`config.mk`:
```
export PLATFORM = sky130hd
export DESIGN_NAME = uart_boot_image_download_host_core
export DESIGN_NICKNAME = d
export VERILOG_FILES = /design/src/hw/rtl/ubid_pkg.sv /design/src/hw/rtl/ubid_step.sv /design/src/hw/rtl/ubid_outbuf.sv /design/src/hw/rtl/uart_boot_image_download_host_core.sv
export SDC_FILE = /design/constraint.sdc
export NUM_CORES = 1
export LEC_CHECK = 0
export BUFFER_PORTS_ARGS = -buffer_cell sky130_fd_sc_hd__buf_2
export CAP_MARGIN = 10
export CELL_PAD_IN_SITES_DETAIL_PLACEMENT = 1
export CELL_PAD_IN_SITES_GLOBAL_PLACEMENT = 1
export CORE_UTILIZATION = 49
export CTS_CLUSTER_DIAMETER = 60
export DETAILED_ROUTE_END_ITERATION = 6
export PLACE_DENSITY = 0.85
export SYNTH_ARGS = -nofsm -noshare
export SYNTH_HDL_FRONTEND = slang
export SYNTH_SLANG_ARGS = --single-unit
export TNS_END_PERCENT = 1
```
`constraint.sdc`:
```
create_clock -name clk -period 9.6 [get_ports clk]
set_input_delay 1.92 -clock clk [delete_from_list [all_inputs] [get_ports clk]]
set_output_delay 1.92 -clock clk [all_outputs]
set_load 0.02 [all_outputs]
```
`src/hw/rtl/ubid_pkg.sv`:
```
// ----------------------------------------------------------------------------
// ubid_pkg
// Types and constants shared by the boot image download host core.
// ----------------------------------------------------------------------------
package ubid_pkg;

    localparam int unsigned TICK_W = 20;

    localparam logic [7:0]        BYTE_STX = 8'h02;
    localparam logic [7:0]        BYTE_SOH = 8'h01;
    localparam logic [7:0]        BYTE_ACK = 8'h06;
    localparam logic [7:0]        BYTE_NAK = 8'h15;
    localparam logic [TICK_W-1:0] TICK_MAX = 20'hFFFFF;

    localparam logic [TICK_W-1:0] START_TIMEOUT_RST = 20'd20000;
    localparam logic [TICK_W-1:0] REPLY_TIMEOUT_RST = 20'd2000;
    localparam logic [TICK_W-1:0] IDLE_TIMEOUT_RST  = 20'd300000;

    typedef enum logic [1:0] {
        CMD_START  = 2'd0,
        CMD_TARGET = 2'd1,
        CMD_HOST   = 2'd2,
        CMD_TICK   = 2'd3
    } cmd_t;

    typedef enum logic [1:0] {
        CFG_START_TIMEOUT = 2'd0,
        CFG_REPLY_TIMEOUT = 2'd1,
        CFG_IDLE_TIMEOUT  = 2'd2
    } cfg_index_t;

    typedef enum logic [4:0] {
        PH_IDLE     = 5'b00001,
        PH_WAIT_STX = 5'b00010,
        PH_WAIT_ACK = 5'b00100,
        PH_DATA     = 5'b01000,
        PH_WAIT_SUM = 5'b10000
    } phase_t;

    typedef struct packed {
        cmd_t        cmd;
        logic [15:0] image_size;
        logic [7:0]  data_byte;
    } item_t;

    typedef struct packed {
        logic [TICK_W-1:0] start_timeout;
        logic [TICK_W-1:0] reply_timeout;
        logic [TICK_W-1:0] idle_timeout;
    } cfg_t;

    typedef struct packed {
        phase_t            phase;
        logic [15:0]       bytes_left;
        logic [7:0]        checksum;
        logic [TICK_W-1:0] elapsed;
    } dl_state_t;

    typedef struct packed {
        logic       tx_valid;
        logic [7:0] tx_byte;
        logic       finished;
        logic       success;
        logic       last;
    } result_t;

    typedef struct packed {
        logic [1:0]        count;
        result_t [2:0]     res;
    } result_set_t;

endpackage

```
`src/hw/rtl/ubid_step.sv`:
```
// ----------------------------------------------------------------------------
// ubid_step
// Next-state and result logic for one word of the download protocol.
// ----------------------------------------------------------------------------
module ubid_step
    import ubid_pkg::*;
(
    input  item_t       item,
    input  cfg_t        cfg,
    input  dl_state_t   state,
    output dl_state_t   state_next,
    output result_set_t results
);

    logic [TICK_W-1:0] elapsed_inc;
    logic [TICK_W-1:0] limit;
    logic              nak;
    logic [15:0]       bytes_dec;

    assign elapsed_inc = (state.elapsed == TICK_MAX) ? state.elapsed
                                                     : state.elapsed + 20'd1;
    assign bytes_dec   = state.bytes_left - 16'd1;

    always_comb
    begin
        unique case (state.phase)
            PH_WAIT_STX:
            begin
                limit = cfg.start_timeout;
                nak   = 1'b0;
            end
            PH_WAIT_ACK:
            begin
                limit = cfg.reply_timeout;
                nak   = 1'b0;
            end
            PH_DATA:
            begin
                limit = cfg.idle_timeout;
                nak   = 1'b1;
            end
            default:
            begin
                limit = cfg.reply_timeout;
                nak   = 1'b1;
            end
        endcase
    end

    always_comb
    begin
        state_next    = state;
        results.count = 2'd0;
        results.res   = '0;
        case (item.cmd)
            CMD_START:
            begin
                if (state.phase == PH_IDLE)
                begin
                    state_next.bytes_left = item.image_size;
                    state_next.checksum   = 8'h00;
                    state_next.phase      = PH_WAIT_STX;
                    state_next.elapsed    = '0;
                end
            end
            CMD_TARGET:
            begin
                if (state.phase == PH_WAIT_STX && item.data_byte == BYTE_STX)
                begin
                    results.count  = 2'd3;
                    results.res[0] = '{1'b1, BYTE_SOH, 1'b0, 1'b0, 1'b0};
                    results.res[1] = '{1'b1, state.bytes_left[7:0], 1'b0, 1'b0, 1'b0};
                    results.res[2] = '{1'b1, state.bytes_left[15:8], 1'b0, 1'b0, 1'b1};
                    state_next.phase   = PH_WAIT_ACK;
                    state_next.elapsed = '0;
                end
                else if (state.phase == PH_WAIT_ACK && item.data_byte == BYTE_ACK)
                begin
                    state_next.phase   = (state.bytes_left == 16'd0) ? PH_WAIT_SUM
                                                                    : PH_DATA;
                    state_next.elapsed = '0;
                end
                else if (state.phase == PH_WAIT_SUM && item.data_byte == state.checksum)
                begin
                    results.count  = 2'd1;
                    results.res[0] = '{1'b1, BYTE_ACK, 1'b1, 1'b1, 1'b1};
                    state_next.phase   = PH_IDLE;
                    state_next.elapsed = '0;
                end
            end
            CMD_HOST:
            begin
                if (state.phase == PH_DATA)
                begin
                    results.count  = 2'd1;
                    results.res[0] = '{1'b1, item.data_byte, 1'b0, 1'b0, 1'b1};
                    state_next.checksum   = state.checksum ^ item.data_byte;
                    state_next.bytes_left = bytes_dec;
                    state_next.phase      = (bytes_dec == 16'd0) ? PH_WAIT_SUM : PH_DATA;
                    state_next.elapsed    = '0;
                end
            end
            default:
            begin
                if (state.phase != PH_IDLE)
                begin
                    state_next.elapsed = elapsed_inc;
                    if (elapsed_inc > limit)
                    begin
                        // silent failure in the handshake waits, nak otherwise
                        results.count  = 2'd1;
                        results.res[0] = '{nak, nak ? BYTE_NAK : 8'h00, 1'b1, 1'b0, 1'b1};
                        state_next.phase   = PH_IDLE;
                        state_next.elapsed = '0;
                    end
                end
            end
        endcase
    end

endmodule

```
`src/hw/rtl/ubid_outbuf.sv`:
```
// ----------------------------------------------------------------------------
// ubid_outbuf
// Three-entry result buffer; loaded as a set, drained one word at a time.
// ----------------------------------------------------------------------------
module ubid_outbuf
    import ubid_pkg::*;
(
    input  logic        clk,
    input  logic        rst_n,
    input  logic        load,
    input  result_set_t load_set,
    output logic        can_load,
    output logic        out_valid,
    input  logic        out_ready,
    output result_t     head
);

    result_t [2:0] entry_reg;
    logic [1:0]    count_reg;
    logic          pop;

    assign out_valid = (count_reg != 2'd0);
    assign pop       = out_valid && out_ready;
    // a new set may land once the last waiting word leaves
    assign can_load  = (count_reg == 2'd0) || (count_reg == 2'd1 && out_ready);
    assign head      = entry_reg[0];

    always_ff @(posedge clk or negedge rst_n)
    begin
        if (!rst_n)
        begin
            count_reg <= 2'd0;
        end
        else if (load)
        begin
            count_reg <= load_set.count;
        end
        else if (pop)
        begin
            count_reg <= count_reg - 2'd1;
        end
    end

    always_ff @(posedge clk)
    begin
        if (load)
        begin
            entry_reg <= load_set.res;
        end
        else if (pop)
        begin
            entry_reg[0] <= entry_reg[1];
            entry_reg[1] <= entry_reg[2];
        end
    end

endmodule

```
`src/hw/rtl/uart_boot_image_download_host_core.sv`:
```
// Flow: a word is registered at acceptance and evaluated from that register
// once the result buffer can take its results, which are offered from there.
// Throughput: one word per cycle while out_ready is high and each word gives
// at most one result; the three STX results leave the buffer one at a time.
// Reset: asynchronous, clears phase, counters and buffer, timeouts to defaults.
// ----------------------------------------------------------------------------
// uart_boot_image_download_host_core
// Host side of a UART boot download with XOR checksum and phase timeouts.
// ----------------------------------------------------------------------------
module uart_boot_image_download_host_core
    import ubid_pkg::*;
(
    input  logic        clk,
    input  logic        rst_n,
    input  logic        cfg_we,
    input  logic [1:0]  cfg_index,
    input  logic [19:0] cfg_data,
    input  logic        in_valid,
    output logic        in_ready,
    input  logic [1:0]  cmd,
    input  logic [15:0] image_size,
    input  logic [7:0]  data_byte,
    output logic        out_valid,
    input  logic        out_ready,
    output logic        tx_valid,
    output logic [7:0]  tx_byte,
    output logic        finished,
    output logic        success,
    output logic        last
);

    cfg_t        cfg_reg;
    item_t       item_reg;
    logic        item_valid_reg;
    dl_state_t   state_reg;
    dl_state_t   state_next;
    result_set_t results;
    result_t     head;
    logic        buf_can_load;
    logic        step_fire;

    assign step_fire = item_valid_reg && buf_can_load;
    assign in_ready  = !item_valid_reg || step_fire;

    always_ff @(posedge clk or negedge rst_n)
    begin
        if (!rst_n)
        begin
            cfg_reg.start_timeout <= START_TIMEOUT_RST;
            cfg_reg.reply_timeout <= REPLY_TIMEOUT_RST;
            cfg_reg.idle_timeout  <= IDLE_TIMEOUT_RST;
        end
        else if (cfg_we)
        begin
            unique case (cfg_index_t'(cfg_index))
                CFG_START_TIMEOUT: cfg_reg.start_timeout <= cfg_data;
                CFG_REPLY_TIMEOUT: cfg_reg.reply_timeout <= cfg_data;
                CFG_IDLE_TIMEOUT:  cfg_reg.idle_timeout  <= cfg_data;
                default:           ;
            endcase
        end
    end

    always_ff @(posedge clk or negedge rst_n)
    begin
        if (!rst_n)
        begin
            item_valid_reg <= 1'b0;
        end
        else if (in_ready)
        begin
            item_valid_reg <= in_valid;
        end
    end

    always_ff @(posedge clk)
    begin
        if (in_valid && in_ready)
        begin
            item_reg.cmd        <= cmd_t'(cmd);
            item_reg.image_size <= image_size;
            item_reg.data_byte  <= data_byte;
        end
    end

    always_ff @(posedge clk or negedge rst_n)
    begin
        if (!rst_n)
        begin
            state_reg.phase      <= PH_IDLE;
            state_reg.bytes_left <= 16'd0;
            state_reg.checksum   <= 8'h00;
            state_reg.elapsed    <= '0;
        end
        else if (step_fire)
        begin
            state_reg <= state_next;
        end
    end

    ubid_step u_step (
        .item       (item_reg),
        .cfg        (cfg_reg),
        .state      (state_reg),
        .state_next (state_next),
        .results    (results)
    );

    ubid_outbuf u_outbuf (
        .clk       (clk),
        .rst_n     (rst_n),
        .load      (step_fire),
        .load_set  (results),
        .can_load  (buf_can_load),
        .out_valid (out_valid),
        .out_ready (out_ready),
        .head      (head)
    );

    assign tx_valid = head.tx_valid;
    assign tx_byte  = head.tx_byte;
    assign finished = head.finished;
    assign success  = head.success;
    assign last     = head.last;

endmodule

```
==> results.txt <==
----------------------------------------------------
[Timing]
  Shortest period the worst path allows ... 5.05 ns
  Final Cycle Share ... 52.6%
  Worst Setup Slack, final ... 4.55 ns
  Setup skew after layout ... 0.0131 ns
  Fin. Hold Viols ... 0
  Setup Viol. Count Final ... 0
  Setup total negative slack ... 0 ns
  Normalized max-slew margin ... 21.3%
  Max-slew violation count ... 0
  Final Hold Slack ... 0.495 ns
  Maximum clock frequency ... 198 MHz
  Unrepaired setup endpoints after global routing ... false
  Tightest Pin Transition ... 1.18 ns

[Cells and area]
  Final Instance Area ... 9830 um^2
  Sequential cell area ... 4540 um^2
  Total area of multi-input combinational cells ... 3930 um^2
  Share of final-layout standard cells stronger than drive strength 1 ... 23.8%
  Most common cell after layout, fill and taps aside ... dfrtp_1
  Post-layout instance count excluding filler cells ... 1106
  Area Growth Syn to Fin ... 11.9%
  Number of flip-flops in the largest register ... 60
  Number of filler instances in the final layout ... 1917
  Most used cells in the layout excluding fill and tap cells ... dfrtp_1 (92), nand2_1 (88), a21oi_1 (66)
  Total number of nets in the final design ... 946

[Setup path]
  Worst flop-to-flop path endpoint ... state_reg[0]
  Kind of critical path ... register to register
  Endpoint kind of the worst setup timing path ... register
  Last element of the critical path ... state_reg[0]
  Timing startpoint of the critical path ... state_reg[7]
  Critical register-to-register path startpoint ... state_reg[7]
  Critical path required time ... 9.95 ns
  Biggest fanout along the worst timing path ... 13
  Endpoint arrival time on the critical path ... 5.40 ns
  Depth of the worst register-to-register path ... 14
  Crit path launch type ... register
  Flop-to-flop setup slack ... 4.55 ns

[Clock network]
  Master cell of the clock root buffer ... clkbuf_16
  Clock tree from TritonCTS ... built
  Count of instances resized after the clock tree is built ... 0
  Post-CTS setup repair buffer count ... 0
  Maximum number of buffers from clock root to sink ... 2
  CTS Buf Count ... 17
  Worst-Skew Late Latency ... 0.45 ns
  Deepest level of the CTS H-tree ... 4
  Number of buffers added to fix hold violations after cts ... 0
  Clock Sink Count ... 169
  Clock transition at the registers of the reported paths ... 0.07 ns

[Power and ir drop]
  IR Drop Worst-Case VDD ... 0.192 mV
  Int Power ... 0.00171 W
  Logic gate share of total power ... 33.1%
  Switching share of power ... 39.2%
  PwrDens ... 286 nW/um^2
  Total net switching power ... 0.00110 W
  Static leakage ... 4.00 nW
  Sequential share of power ... 42.2%
  Clk network pwr share ... 24.7%

[Place]
  Port Buf Inserts ... 66
  Last weighted congestion value of the routability-driven placer ... 0.821
  Detail Placement HPWL ... 15300 um
  Placed Area ... 9230 um^2
  Number of cells after detailed placement ... 1073
  Pre-CTS WS ... 4.62 ns

[Yosys]
  Top_reg_cell synth ... dfrtp_1
  Synth top area cells ... dfrtp_1 (26%), edfxtp_1 (19%), mux2_2 (8.3%), dfstp_2 (6.0%), a21oi_1 (3.8%)
  Average size of a mapped cell ... 10.6 um^2
  Post-synth EDFFs ... 57
  Mapped Cells ... 828
  Post-synthesis net count ... 907
  Share of synthesized flip-flops with an asynchronous set or reset ... 66.3%
  Number of distinct library cells after synthesis ... 62
  Post-synthesis instance area ... 8780 um^2
  Cell type with the highest aggregate area in the netlist ... dfrtp_1
  Number of warnings printed during yosys synthesis ... 0
  Area share of the largest cell type after synthesis ... 26.2%
  Post-synthesis register bit count ... 169
  Register area share after synthesis ... 51.7%

[Floorplan]
  Die Y-Extent ... 136 um
  Die W ... 136 um
  Top Ports ... 67
  Full die area ... 18500 um^2
  Floorplan Core Area ... 17400 um^2
  Initial core utilization ... 50.4%
  Placement row count ... 48

[Drt]
  Number of DRC violations after detailed-routing iteration 0 ... 402
  Per-cell routed wire length ... 21.0 um
  Vias per Instance ... 6.05
  Detailed-route wire length ... 23200 um
  Final routed DRC violation total ... 0
  Count of vias placed by the detailed router ... 6688
  1st-pass router iterations ... 5
  Final antenna-violating net count ... 0

[Hold path]
  Worst hold-check path type ... register to register
  Number of instances on the worst hold path ... 2

[Global route]
  Global-route wire length before repair ... 37800 um
  Grt ovf ... 0
  Maximum number of pins on one net before global-route repair ... 71
  Number of antenna violations at the first check in global routing ... 1
  Overall routing resource usage ... 27.0%
  Vias in the first global route ... 6961

[Flow run]
  Number of max-cap violations ... 0

[Run status]
  Result of the run ... complete, no violations

----------------------------------------------------
## worst min path at each step
stage,endpoint,start
finish,state_reg[28],item_reg[8]
detailed placement,state_reg[28],item_reg[8]
global placement,state_reg[28],item_reg[8]
global route,state_reg[28],item_reg[8]
CTS,state_reg[28],item_reg[8]
floorplan,state_reg[28],item_reg[8]
## through the flow
stage	utilization [%]	power, W
detailed placement	53.0	0.00211
floorplan	-	0.00182
CTS	56.4	0.00282
global placement	53.0	0.00204
finish	56.5	0.00282
global route	56.5	0.00297
## logic make-up after synthesis
kind of cell / after synthesis / synth area share, %
XOR/XNOR: 23 / 2.29
multiplexers: 66 / 8.45
AO/OA/AOI/OAI: 190 / 14.0
AND/OR/NAND/NOR: 279 / 16.0
buffers and inverters: 75 / 3.82
adder cells (fa/ha/maj): 26 / 3.70
flip-flops: 169 / 51.7
## power groups by stage
stage,combinational [W],sequential [W],clock (W)
finish,0.000932,0.00119,0.000697
global route,0.00103,0.00121,0.000731
CTS,0.000930,0.00119,0.000710
detailed placement,0.000914,0.00119,0
global placement,0.000870,0.00117,0
floorplan,0.000711,0.00111,0
## synthesized netlist by cell type (all sizes together), types with 20 or more instances
| cell | instances |
|---|---|
| mux2 | 65 |
| nor2 | 52 |
| clkbuf | 39 |
| nand3 | 40 |
| dfstp | 20 |
| a22o | 27 |
| nand2 | 88 |
| ha | 26 |
| a21oi | 67 |
| dfrtp | 92 |
| o21ai | 42 |
| edfxtp | 57 |
## layer usage
| metal | wire length, um | GRT usage [%] |
|---|---|---|
| met1 | 10500 | 36.1 |
| met2 | 11500 | 44.6 |
| met3 | 925 | 5.37 |
| met4 | 323 | 7.47 |
| met5 | 0 | 0 |
## layout make-up
class | instances | area share (%)
flip-flops and latches | 169 | 46.2
multi-input cells | 584 | 39.9
clock buffers | 18 | 4.58
repair buffers | 77 | 4.22
well taps | 225 | 2.86
clock inverters | 14 | 1.51
inverters | 18 | 0.687
diodes | 1 | 0.0254
## critical path, cell delays in order (launching register included)
cell and delay (ns):
dfrtp_1 0.47, and4_1 0.25, nand4_1 0.19, nor3_1 0.14, nor3b_1 0.68, nand4_1 0.28
xnor2_1 0.21, ha_1 0.34, and4_1 0.20, nand2_1 0.09, nor4_1 0.45, o311ai_0 0.30
nor2_1 0.92, nand3_1 0.22, o31ai_1 0.24
(Power assumes the default switching activity.)
